**config.mk**
```make
export PLATFORM = sky130hd
export DESIGN_NAME = utf8_to_utf32_stream_decoder
export DESIGN_NICKNAME = d
export VERILOG_FILES = /design/src/rtl/u8dec_pkg.sv /design/src/rtl/utf8_to_utf32_stream_decoder.sv
export VERILOG_INCLUDE_DIRS = /design/src /design/src/rtl
export SDC_FILE = /design/constraint.sdc
export NUM_CORES = 1
export LEC_CHECK = 0
export BUFFER_PORTS_ARGS = -buffer_cell sky130_fd_sc_hd__clkbuf_2
export CORE_MARGIN = 10
export CORE_UTILIZATION = 35
export CTS_CLUSTER_DIAMETER = 40
export DETAILED_ROUTE_END_ITERATION = 16
export PLACE_DENSITY = 0.58
export SETUP_SLACK_MARGIN = 0.05
export SLEW_MARGIN = 20
export SYNTH_ARGS = -nofsm -noshare
export SYNTH_HDL_FRONTEND = slang
export SYNTH_SLANG_ARGS = --single-unit
```
**constraint.sdc**
```tcl
create_clock -name clk -period 3.29 [get_ports clk]
set_input_delay 0.329 -clock clk [delete_from_list [all_inputs] [get_ports clk]]
set_output_delay 0.329 -clock clk [all_outputs]
set_load 0.01 [all_outputs]
```
**src/rtl/utf8_to_utf32_stream_decoder_macros.svh**
```systemverilog
// Assertion helpers for the UTF-8 to UTF-32 decoder.
`ifndef UTF8_TO_UTF32_STREAM_DECODER_MACROS_SVH
`define UTF8_TO_UTF32_STREAM_DECODER_MACROS_SVH

// Same-cycle implication, disabled during reset.
`define U8D_ASSERT_NOW(label, clk, rst, ante, cons) \
  label: assert property (@(posedge clk) disable iff (rst) (ante) |-> (cons)) \
    else $error("decoder assertion failed");

// Next-cycle implication, disabled during reset.
`define U8D_ASSERT_NEXT(label, clk, rst, ante, cons) \
  label: assert property (@(posedge clk) disable iff (rst) (ante) |=> (cons)) \
    else $error("decoder assertion failed");

`endif

```
**src/rtl/u8dec_pkg.sv**
```systemverilog
`timescale 1ns / 1ps

package u8dec_pkg;

  // Result word kinds
  localparam logic [1:0] KindCode = 2'd0;
  localparam logic [1:0] KindBom  = 2'd1;
  localparam logic [1:0] KindEnd  = 2'd2;

  // Configuration register indexes
  localparam logic RegBigEndian = 1'b0;
  localparam logic RegEmitBom   = 1'b1;

  // Byte order marks in each output byte order
  localparam logic [31:0] BomLittle = 32'h0000_FEFF;
  localparam logic [31:0] BomBig    = 32'hFFFE_0000;

  // Result queue: holds the worst-case burst of three items plus one in flight
  localparam int ResDepth = 4;
  localparam int MaxPush  = 3;

  typedef struct packed {
    logic [7:0] data_byte;
    logic       has_byte;
    logic       end_of_string;
  } src_item_t;

  typedef struct packed {
    logic [31:0] out_word;
    logic [1:0]  word_kind;
    logic        success;
    logic        last_of_run;
  } res_item_t;

endpackage

```
**src/rtl/utf8_to_utf32_stream_decoder.sv**
```systemverilog
// Channel  Direction  Handshake              Payload
// src      in         src_valid / src_stall  src_item  (one UTF-8 byte, end mark)
// res      out        res_valid / res_stall  res_item  (UTF-32 word, BOM or status)
// cfg      in         cfg_we                 cfg_index, cfg_data
//
// Each byte is decoded in the cycle it is transferred; its zero to three results
// go to a four-entry result queue and leave one per cycle while res_stall is low.
// Sustained rate is one byte per cycle while each byte yields at most one result
// and res_stall is low; a BOM or end status adds a result to the single port.
// src_stall rises when the queue has fewer than three free entries.
// rst is synchronous and clears the decoder state, registers and the queue.
`timescale 1ns / 1ps

`include "utf8_to_utf32_stream_decoder_macros.svh"

module utf8_to_utf32_stream_decoder
  import u8dec_pkg::*;
(
  input  logic      clk,
  input  logic      rst,
  input  logic      src_valid,
  output logic      src_stall,
  input  src_item_t src_item,
  output logic      res_valid,
  input  logic      res_stall,
  output res_item_t res_item,
  input  logic      cfg_we,
  input  logic      cfg_index,
  input  logic      cfg_data
);

  localparam int PtrW = $clog2(ResDepth);
  localparam int CntW = $clog2(ResDepth + 1);

  function automatic logic [31:0] swap32(input logic [31:0] v);
    swap32 = {v[7:0], v[15:8], v[23:16], v[31:24]};
  endfunction

  // Configuration registers
  logic big_endian_out;
  logic emit_bom;

  always_ff @(posedge clk) begin
    if (rst) begin
      big_endian_out <= 1'b0;
      emit_bom       <= 1'b0;
    end else if (cfg_we) begin
      unique case (cfg_index)
        RegBigEndian: big_endian_out <= cfg_data;
        RegEmitBom:   emit_bom       <= cfg_data;
        default: ;
      endcase
    end
  end

  // Decoder state
  logic [1:0]  bytes_pending, bytes_pending_next;
  logic [20:0] code_accum, code_accum_next;
  logic        bom_sent, bom_sent_next;
  logic        failed, failed_next;

  // Result queue
  res_item_t           qmem [ResDepth];
  logic [PtrW-1:0]     wr_ptr, rd_ptr;
  logic [CntW-1:0]     count;
  logic                src_fire, res_fire;
  logic                active;
  logic                emit_b, emit_c, emit_e;
  logic [1:0]          push_n;
  res_item_t           bom_item, code_item, end_item;
  res_item_t           slot [MaxPush];
  logic [7:0]          b;

  assign src_stall = (count > CntW'(ResDepth - MaxPush));
  assign src_fire  = src_valid && !src_stall;
  assign res_valid = (count != '0);
  assign res_fire  = res_valid && !res_stall;
  assign res_item  = qmem[rd_ptr];
  assign b         = src_item.data_byte;
  assign active    = src_item.has_byte || src_item.end_of_string;

  // Byte decode and result assembly
  always_comb begin
    bytes_pending_next = bytes_pending;
    code_accum_next    = code_accum;
    bom_sent_next      = bom_sent;
    failed_next        = failed;
    emit_c             = 1'b0;

    emit_b = active && !bom_sent && emit_bom;
    if (active) begin
      bom_sent_next = 1'b1;
    end

    code_item.out_word = '0;
    if (src_item.has_byte && !failed) begin
      if (bytes_pending != 2'd0) begin
        code_accum_next    = {code_accum[14:0], b[5:0]};
        bytes_pending_next = bytes_pending - 2'd1;
        emit_c             = (bytes_pending == 2'd1);
      end else if (b[7:4] == 4'hF) begin
        code_accum_next    = {18'd0, b[2:0]};
        bytes_pending_next = 2'd3;
      end else if (b[7:5] == 3'h7) begin
        code_accum_next    = {17'd0, b[3:0]};
        bytes_pending_next = 2'd2;
      end else if (b[7:6] == 2'h3) begin
        code_accum_next    = {16'd0, b[4:0]};
        bytes_pending_next = 2'd1;
      end else if (!b[7]) begin
        code_accum_next = {13'd0, b};
        emit_c          = 1'b1;
      end else begin
        failed_next     = 1'b1;
        code_accum_next = '0;
      end
      if (emit_c) begin
        code_item.out_word = big_endian_out ? swap32({11'd0, code_accum_next})
                                            : {11'd0, code_accum_next};
        code_accum_next    = '0;
      end
    end

    emit_e = src_item.end_of_string;

    // End status: check uses state after this byte, then clears the string
    end_item.out_word    = '0;
    end_item.word_kind   = KindEnd;
    end_item.success     = !failed_next && (bytes_pending_next == 2'd0);
    end_item.last_of_run = 1'b1;
    if (emit_e) begin
      bytes_pending_next = 2'd0;
      code_accum_next    = '0;
      bom_sent_next      = 1'b0;
      failed_next        = 1'b0;
    end

    bom_item.out_word    = big_endian_out ? BomBig : BomLittle;
    bom_item.word_kind   = KindBom;
    bom_item.success     = 1'b0;
    bom_item.last_of_run = !emit_c && !emit_e;

    code_item.word_kind   = KindCode;
    code_item.success     = 1'b0;
    code_item.last_of_run = !emit_e;

    // Pack results in order BOM, code point, status
    slot[0] = emit_b ? bom_item : (emit_c ? code_item : end_item);
    slot[1] = (emit_b && emit_c) ? code_item : end_item;
    slot[2] = end_item;
    push_n  = 2'({1'b0, emit_b} + {1'b0, emit_c} + {1'b0, emit_e});
  end

  // State registers
  always_ff @(posedge clk) begin
    if (rst) begin
      bytes_pending <= '0;
      code_accum    <= '0;
      bom_sent      <= 1'b0;
      failed        <= 1'b0;
    end else if (src_fire) begin
      bytes_pending <= bytes_pending_next;
      code_accum    <= code_accum_next;
      bom_sent      <= bom_sent_next;
      failed        <= failed_next;
    end
  end

  // Queue storage
  always_ff @(posedge clk) begin
    for (int k = 0; k < MaxPush; k++) begin
      if (src_fire && (k < int'(push_n))) begin
        qmem[wr_ptr + PtrW'(k)] <= slot[k];
      end
    end
  end

  // Queue pointers and fill count
  always_ff @(posedge clk) begin
    if (rst) begin
      wr_ptr <= '0;
      rd_ptr <= '0;
      count  <= '0;
    end else begin
      if (src_fire) begin
        wr_ptr <= wr_ptr + PtrW'(push_n);
      end
      if (res_fire) begin
        rd_ptr <= rd_ptr + PtrW'(1);
      end
      count <= count + (src_fire ? CntW'(push_n) : CntW'(0)) - CntW'(res_fire);
    end
  end

  // Checks
  `U8D_ASSERT_NOW(a_count_bound, clk, rst, 1'b1, count <= CntW'(ResDepth))
  `U8D_ASSERT_NOW(a_failed_clean, clk, rst, failed,
                  (bytes_pending == 2'd0) && (code_accum == '0))
  `U8D_ASSERT_NEXT(a_end_clears, clk, rst, src_fire && src_item.end_of_string,
                   (bytes_pending == 2'd0) && !failed && !bom_sent)
  `U8D_ASSERT_NOW(a_success_kind, clk, rst, res_valid && res_item.success,
                  (res_item.word_kind == KindEnd) && res_item.last_of_run)

endmodule
```
======== After elaboration in Yosys (flattened, before gate mapping) ========
Memories as Yosys holds them, arrays and structs flattened. A register that Yosys moved wholly into a read port is not among the register bits.
Index checks and enable logic that the tools add are counted.
operators by class
  $add $sub $neg .......................... 9
  multiply operators ...................... 0
  div/mod/pow operators ................... 0
  magnitude comparators ................... 4
  equal/unequal tests ..................... 4
  shift operators ......................... 0
  multiplexer cells ....................... 46
  bitwise gates (word level) .............. 1
  reduce and logical (&&, ||, !) cells .... 28
operators by type and width
  cell                                                                             number
  32-bit two-way mux                                                               4
  36-bit two-way mux                                                               3
  15-bit two-way mux                                                               3
  7-bit two-way mux                                                                4
  1-bit two-way mux                                                                22
  21-bit two-way mux                                                               1
  2-bit two-way mux                                                                9
  1-bit logical AND                                                                11
  2-bit AND reduction                                                              4
  1-bit logical NOT                                                                7
  2-bit nonzero test                                                               3
  2-bit by 1-bit adder with 2-bit output, second input constant                    2
  4-bit == test, second input constant                                             1
  1-bit by 2-bit less-than comparator with 1-bit output, first input constant      2
  3-bit by 2-bit adder with 3-bit output                                           1
  3-bit == test, second input constant                                             1
  3-bit by 1-bit greater-than comparator with 1-bit output, second input constant  1
  3-bit nonzero test                                                               1
  3-bit by 1-bit subtractor with 3-bit output                                      1
  1-bit by 1-bit adder with 2-bit output                                           1
  2-bit by 1-bit adder with 2-bit output                                           1
  2-bit adder                                                                      1
  2-bit adder, second input constant                                               1
  2-bit by 1-bit == test with 1-bit output, second input constant                  1
  other kinds (6)                                                                  6
storage, ports and cells
  bits in registers ....................... 28
  bits in latches ......................... 0
  bits in writable memories ............... 144
  memory bits (read-only) ................. 0
  bits of input ports ..................... 17
  logic and storage cells ................. 102
  memories ................................ 1
memory list
  name  depth  bits a word  read ports  clocked after memory_dff  write ports  line                                text
  qmem  4      36           1           1                         3            utf8_to_utf32_stream_decoder.sv:63  res_item_t qmem [ResDepth];

======== Depth between registers and ports, before layout ========
Gate-level depths: netlist (run 1).
  depth in word-level cells ............... 13
  mapped depth ............................ 15
  gate-level depth less buffers ........... 13

======== Worst setup path after synthesis (run 1) ========
No wires, ideal clock.
  kind .................................... register to register
  start point ............................. register bytes_pending[1]
  end point ............................... register count[2]
  data arrival time ....................... 3.328 ns
  required time ........................... 3.162 ns
  path slack .............................. -0.166 ns
  stages on the path, launching flop included .. 14
  buffers on the path ..................... 2
  clock period less this slack ............ 3.456 ns
  cell sequence ........................... dfxtp_1 -> clkbuf_1 -> nor3b_2 -> clkbuf_1 -> nand2_1 -> fa_1 -> nor4b_2 -> inv_1 -> ha_1 -> inv_1 -> fa_1 -> xor2_1 -> xnor2_1 -> nor2_1
on the way
  longest elaborated chain between the ends .. 9
ends and longest elaborated chain
  what                                                                                   line                                                                     text
  start: declaration                                                                     utf8_to_utf32_stream_decoder.sv:57                                       logic [1:0] bytes_pending, bytes_pending_next;
  start signal: assignment                                                               utf8_to_utf32_stream_decoder.sv:162                                      bytes_pending <= bytes_pending_next;
  2-bit by 1-bit == test with 1-bit output / 2-bit nonzero test (equally long branches)  utf8_to_utf32_stream_decoder.sv:100, utf8_to_utf32_stream_decoder.sv:97
  1-bit two-way mux *                                                                    utf8_to_utf32_stream_decoder.sv:97                                       if (bytes_pending != 2'd0) begin
  1-bit two-way mux * (2 in a row)                                                       utf8_to_utf32_stream_decoder.sv:96                                       if (src_item.has_byte && !failed) begin
  1-bit by 1-bit adder with 2-bit output *                                               utf8_to_utf32_stream_decoder.sv:151                                      push_n = 2'({1'b0, emit_b} + {1'b0, emit_c} + {1'b0, emit_e});
  2-bit by 1-bit adder with 2-bit output *                                               utf8_to_utf32_stream_decoder.sv:151
  2-bit two-way mux *                                                                    utf8_to_utf32_stream_decoder.sv:191                                      count <= count + (src_fire ? CntW'(push_n) : CntW'(0)) - CntW'(res_fire);
  3-bit by 2-bit adder with 3-bit output *                                               utf8_to_utf32_stream_decoder.sv:191
  3-bit by 1-bit subtractor with 3-bit output *                                          utf8_to_utf32_stream_decoder.sv:191
  end signal: assignment                                                                 utf8_to_utf32_stream_decoder.sv:191
  end: declaration                                                                       utf8_to_utf32_stream_decoder.sv:65                                       logic [CntW-1:0] count;
Every way passes the cells marked *; elsewhere a longest branch is shown, timed or not. The select of a mux whose other input is x is not followed.
A chain may end at the register's enable or synchronous reset.

======== Final worst setup path (run 1) ========
  start point ............................. register failed
  end point ............................... register count[2]
on the way
  longest elaborated chain between the ends .. 8
ends and longest elaborated chain
  what                                         line                                 text
  start: declaration                           utf8_to_utf32_stream_decoder.sv:60   logic failed, failed_next;
  start signal: assignment                     utf8_to_utf32_stream_decoder.sv:165  failed <= failed_next;
  1-bit logical NOT                            utf8_to_utf32_stream_decoder.sv:96
  1-bit logical AND                            utf8_to_utf32_stream_decoder.sv:96
  1-bit two-way mux                            utf8_to_utf32_stream_decoder.sv:96
  1-bit by 1-bit adder with 2-bit output       utf8_to_utf32_stream_decoder.sv:151
  2-bit by 1-bit adder with 2-bit output       utf8_to_utf32_stream_decoder.sv:151
  2-bit two-way mux                            utf8_to_utf32_stream_decoder.sv:191
  3-bit by 2-bit adder with 3-bit output       utf8_to_utf32_stream_decoder.sv:191
  3-bit by 1-bit subtractor with 3-bit output  utf8_to_utf32_stream_decoder.sv:191
No other way between the ends.

==> impl_metrics.json, run 1 <==
{
  "fp-row-count": 58,
  "port_buffers": 54,
  "dp_slack_ns": 0.151,
  "max_freq_mhz": 333,
  "cts_tree": "yes",
  "tightestPinTransition_ns": 0.847,
  "hold_viol_final": 0,
  "final_common_cell": "dfxtp_1",
  "status": "completed",
  "wire_per_inst_microns": 25.1,
  "skew_ns": 0.00820,
  "pin_count": 55,
  "layout_setup_ws_ns": 0.285,
  "maxSlewHeadroom_pct": 43.5,
  "yosysTopAreaCell": "dfxtp_1",
  "utilization_pct": 41.4,
  "fin_crit_sh_pct": 91.3,
  "avgViaCountPerCell": 6.46,
  "setup_viol": 0,
  "antenna_found_initial": 0,
  "synth_edf_count": 4,
  "num_vias": 8682,
  "ys_seq_area_share_pct": 38.9,
  "drtPass1Iterations": 6,
  "yosys_register_bits": 174,
  "grt_max_degree": 37,
  "numCtsBuffers": 17,
  "criticalPathCategory": "register to register",
  "p_per_area_mw_per_mm2": 660,
  "initial_core_util_pct": 35.7,
  "htreeDepth": 4,
  "synth.top_cell.area_share_pct": 37.6,
  "drc": 0,
  "rsz0062_at_grt": "false",
  "design.final.nets": 1025,
  "drv_slew": 0,
  "regArea_sq_mm": 0.00353,
  "grt_pass1_vias": 8292,
  "cts_root_buffer": "clkbuf_16",
  "finalSetupTns_ns": 0,
  "multi_input_area_sq_mm": 0.00507,
  "grt_pass1_wl_microns": 51800,
  "cp_max_fo": 7,
  "drt_iter0_markers": 955,
  "dp_cells": 1313,
  "crit_path_end_kind": "register",
  "netlist_area_sq_mm": 0.00905,
  "die_area_sq_mm": 0.0327,
  "cts_resized": 0,
  "holdBufCountCts": 0,
  "final_cell_mix": "dfxtp_1, nand3_1, buf_4, a21oi_1, clkbuf_2",
  "cap_violations": 0,
  "core_sq_mm": 0.0253,
  "yosys_warnings": 0,
  "clk_pin_slew_worst_paths_ns": 0.06,
  "final_cells": 1345,
  "power_mw": 6.91,
  "p_leak_nw": 3.66,
  "synth_cells": 961,
  "gp_congestion": 0.942,
  "clock_insertion_delay_worst_skew_ns": 0.44,
  "nFillCells": 2493,
  "numClockSinks": 174,
  "fp.dieH_microns": 181,
  "cts_setup_buffers": 0,
  "fin_crit_ns": 3.00,
  "drt_wl_total_microns": 33800,
  "syn_area_per_cell_sq_um": 9.41,
  "track_usage_pct": 19.9,
  "synth.distinct_cells": 65,
  "synth_area_leaders": "dfxtp_1, mux4_2, a221o_1",
  "synthesis.nets": 984,
  "async_reset_ff_share_pct": 0,
  "crit_path_start_kind": "register",
  "peakVddDrop_uv": 333,
  "ant_nets": 0,
  "hold_class": "input port to register",
  "clk_path_buf_depth": 2,
  "crit_arrival_ns": 3.30,
  "syn2layout_area_growth_pct": 15.8,
  "die_w_microns": 181,
  "num_antenna_cells": 0,
  "required_ns": 3.59,
  "post-dp-hpwl_microns": 23000,
  "drive_gt1_share_pct": 22.4,
  "yosys_most_used_dff": "dfxtp_1",
  "gr-total-overflow": 0,
  "r2r_slack_ns": 0.29
}
## layout make-up
class,instances,share of cell area (%)
clock buffer,20,4.36
sequential,174,33.7
timing repair buffer,125,7.91
inverter,20,0.717
clock inverter,12,1.06
multi-input combinational,664,48.4
tap,330,3.94
## through the flow
| stage | hold slack, ns | area [sq um] |
|---|---|---|
| 2_1_floorplan | 0.429 | 9070 |
| 3_3_place_gp | 0.451 | 9900 |
| 3_5_place_dp | 0.454 | 9910 |
| 4_1_cts | 0.139 | 10500 |
| 5_1_grt | 0.167 | 10500 |
| 6_report | 0.147 | 10500 |
## synthesized netlist by cell type, types with 5 or more instances
library cell	instances
a211oi_1	6
a21oi_1	68
a221o_1	49
a22o_1	6
a22oi_1	23
a31oi_1	21
a32o_1	8
a32oi_1	41
and2_1	8
and3_1	13
buf_1	5
buf_2	25
clkbuf_1	69
dfxtp_1	170
inv_1	20
mux2i_1	8
mux4_2	36
nand2_1	41
nand2b_1	11
nand3_1	76
nand4_1	18
nor2_1	44
nor2b_1	11
nor3_1	43
nor3_2	5
nor4_1	5
o211ai_1	6
o21ai_0	28
o22ai_1	9
or3_1	7
## metal layers
metal  wire length (microns)  GRT usage [%]  part of all wire [%]  up-vias
met1                   14300           26.3                    42     4297
met2                   15700           31.8                    47      471
met3                    2920           3.84                   8.7       67
met4                     807           6.66                   2.4        0
li1                        -              -                     -     3847
met5                       0              0                     0        -
## state kept, by name, indices dropped and copies added (netlist names), named ones only
name,cells
rd_ptr,2
big_endian_out,1
bytes_pending,2
emit_bom,1
count,3
code_accum,15
failed,1
qmem,144
bom_sent,1
wr_ptr,2
## critical path, stage by stage (launching register included)
cell	delay [ns]
dfxtp_1	0.33
nor3b_4	0.20
nand2_1	0.20
fa_1	0.60
inv_1	0.12
nand2_1	0.06
ha_1	0.29
inv_1	0.03
ha_1	0.20
fa_1	0.44
xor2_1	0.19
xnor2_1	0.14
nor2_1	0.05
## logic make-up after synthesis
family | Yosys count | share of synthesized area (%)
XOR/XNOR | 5 | 0.484
buffers and inverters | 123 | 5.78
multiplexers | 45 | 9.97
flip-flops | 174 | 38.9
adder cells (fa/ha/maj) | 6 | 0.996
AND/OR/NAND/NOR | 314 | 19.6
AO/OA/AOI/OAI | 294 | 24.2
## report_power, final
part	switching, mW	internal, mW	total, mW
logic	1.14	0.932	2.07
registers	0.284	2.57	2.85
clock network	0.900	1.09	1.99
total	2.32	4.59	6.91
## worst paths after layout
kind / to / from / depth (start not counted)
setup reg to reg: count[2]$_SDFF_PP0_ / failed$_SDFFE_PP0P_ / 12
setup / recovery: count[2]$_SDFF_PP0_ / failed$_SDFFE_PP0P_ / 12
hold reg to reg: qmem[3][4]$_SDFFE_PP0P_ / qmem[3][4]$_SDFFE_PP0P_ / 2
hold / removal: emit_bom$_SDFFE_PP0P_ / cfg_data / 3
(Power assumes the default switching activity.)
==> run 2: changes to the inputs <==
--- a/config.mk
+++ b/config.mk
@@ -8,10 +8,10 @@
 export LEC_CHECK = 0
 export BUFFER_PORTS_ARGS = -buffer_cell sky130_fd_sc_hd__clkbuf_2
 export CORE_MARGIN = 10
-export CORE_UTILIZATION = 35
+export CORE_UTILIZATION = 45
 export CTS_CLUSTER_DIAMETER = 40
 export DETAILED_ROUTE_END_ITERATION = 16
-export PLACE_DENSITY = 0.58
+export PLACE_DENSITY = 0.69
 export SETUP_SLACK_MARGIN = 0.05
 export SLEW_MARGIN = 20
 export SYNTH_ARGS = -nofsm -noshare
==> run 2 against run 1 <==
Fmax rose by 0.47%. Via count rose by 1.2%. Final area fell by 0.14%. Sequential cell count did not move. Total power rose by 4.2%. Final cell count fell by 5.1%. Critical path depth did not move. Global-route usage rose by 4.1 points. Clock-buffer cell count fell by 1.
==> impl_metrics.json, run 2 (synthesized netlist as in run 1, its figures left out) <==
{
  "final_cell_mix": "dfxtp_1, nand3_1, a21oi_1, buf_4, clkbuf_2",
  "drive_gt1_share_pct": 22.2,
  "criticalPathCategory": "register to register",
  "gp_congestion": 0.996,
  "whs_path_depth": 3,
  "ant_nets": 0,
  "peakVddDrop_uv": 338,
  "hold_start": "cfg_data",
  "drv_slew": 0,
  "hold_class": "input port to register",
  "drt_wl_total_microns": 32100,
  "grt_max_degree": 37,
  "clock_insertion_delay_worst_skew_ns": 0.44,
  "port_buffers": 54,
  "top_regs": "qmem x144, code_accum x15, count x3",
  "cap_violations": 0,
  "r2r_cells": 12,
  "largest_register_ff_count": 144,
  "cpPeakStageDelay_ns": 0.59,
  "worstHoldEndpoint": "emit_bom$_SDFFE_PP0P_",
  "p_per_area_mw_per_mm2": 689,
  "die_area_sq_mm": 0.0262,
  "num_antenna_cells": 0,
  "holdBufCountCts": 0,
  "wire_per_inst_microns": 25.1,
  "initial_core_util_pct": 46.2,
  "fin_crit_sh_pct": 90.9,
  "grt_pass1_vias": 8397,
  "r2r_start": "failed$_SDFFE_PP0P_",
  "fin_crit_ns": 2.99,
  "drc": 0,
  "p_leak_nw": 3.69,
  "finalSetupTns_ns": 0,
  "maxSlewHeadroom_pct": 27.7,
  "max_freq_mhz": 334,
  "drt_iter0_markers": 1333,
  "fp.dieH_microns": 162,
  "cts_root_buffer": "clkbuf_16",
  "track_usage_pct": 24.0,
  "final_common_cell": "dfxtp_1",
  "num_vias": 8788,
  "drtPass1Iterations": 5,
  "post-dp-hpwl_microns": 22000,
  "pin_count": 55,
  "syn2layout_area_growth_pct": 15.7,
  "clk_path_buf_depth": 2,
  "rsz0062_at_grt": "false",
  "status": "completed",
  "cts_resized": 0,
  "cts_setup_buffers": 0,
  "largest_register": "qmem",
  "cp_max_fo": 7,
  "rr_endpoint": "count[2]$_SDFF_PP0_",
  "power_mw": 7.20,
  "hold_ws_ns": 0.131,
  "nFillCells": 1770,
  "clk_pin_slew_worst_paths_ns": 0.07,
  "required_ns": 3.59,
  "grt_pass1_wl_microns": 49800,
  "numCtsBuffers": 17,
  "crit_chain": "nor3b_4 > nand2_1 > fa_1 > inv_1 > nand2_1 > ha_1 > inv_1 > ha_1 > fa_1 > xor2_1 > xnor2_1 > nor2_1",
  "crit_slowest_cell": "fa_1",
  "setup_viol": 0,
  "antenna_found_initial": 0,
  "core_sq_mm": 0.0196,
  "avgViaCountPerCell": 6.89,
  "skew_ns": 0.0195,
  "design.final.nets": 1021,
  "tightestPinTransition_ns": 1.08,
  "crit_path_start_kind": "register",
  "cts_tree": "yes",
  "hold_viol_final": 0,
  "htreeDepth": 4,
  "die_w_microns": 162,
  "gr-total-overflow": 0,
  "r2r_slack_ns": 0.30,
  "crit_path_end_kind": "register",
  "fp-row-count": 51,
  "crit_arrival_ns": 3.29,
  "numClockSinks": 174,
  "utilization_pct": 53.4
}
run 2: cell types whose count changed in the layout (fill, tap and decap cells not counted), sizes merged:
cell      change
buf           -4
bufinv        +4
clkbuf        -1
clkinvlp      -2
inv           -1
run 2: how the worst max path moves through the flow:
stage | depth (start not counted) | slack, ns | start | endpoint
3_3_place_gp | 13 | 0.26 | src_item[1] | count[2]$_SDFF_PP0_
6_report | 12 | 0.30 | failed$_SDFFE_PP0P_ | count[2]$_SDFF_PP0_
3_5_place_dp | 13 | 0.22 | src_item[1] | count[2]$_SDFF_PP0_
5_1_grt | 12 | 0.20 | failed$_SDFFE_PP0P_ | count[2]$_SDFF_PP0_
4_1_cts | 12 | 0.31 | failed$_SDFFE_PP0P_ | count[2]$_SDFF_PP0_
2_1_floorplan | 13 | 0.06 | bytes_pending[1]$_SDFFE_PP0P_ | count[2]$_SDFF_PP0_
run 2: final cells by class:
type,instances,area [sq um],area share [%]
Clock buffer,19,464,4.44
Clock inverter,13,206,1.97
Inverter,20,75.1,0.718
Multi-Input combinational cell,664,5060,48.4
Sequential cell,174,3530,33.7
Tap cell,265,332,3.17
Timing Repair Buffer,121,798,7.63
run 2: metrics by stage:
step                worst slack [ns]  area, sq um  instances
finish                         0.299        10500       1276
global placement               0.263         9790       1244
detailed placement             0.219         9790       1244
CTS                            0.315        10500       1276
global route                   0.197        10500       1276
floorplan                     0.0627         9070        961
run 2: report_power, final:
group | internal [mW] | switching, mW | leakage, nW | total, mW
Combinational | 0.928 | 1.06 | 1.94 | 1.99
Sequential | 2.57 | 0.345 | 1.43 | 2.91
Clock | 1.42 | 0.885 | 0.325 | 2.30
Total | 4.91 | 2.29 | 3.69 | 7.20
run 2: critical path: cells and delay by family, from the launching register on:
| family | cells | cell delay [ns] |
|---|---|---|
| XOR/XNOR | 2 | 0.33 |
| buffers and inverters | 2 | 0.16 |
| flip-flops | 1 | 0.34 |
| AND/OR/NAND/NOR | 4 | 0.52 |
| adder cells (fa/ha/maj) | 4 | 1.48 |
run 2: layer usage:
| metal | global-route usage [%] | wire (microns) | vias up | part of all wire (%) |
|---|---|---|---|---|
| li1 | - | - | 3833 | - |
| met1 | 31.6 | 12900 | 4260 | 40 |
| met2 | 36.9 | 14500 | 604 | 45 |
| met3 | 5.79 | 3620 | 91 | 11 |
| met4 | 10.0 | 1120 | 0 | 3.5 |
| met5 | 0 | 0 | - | 0 |
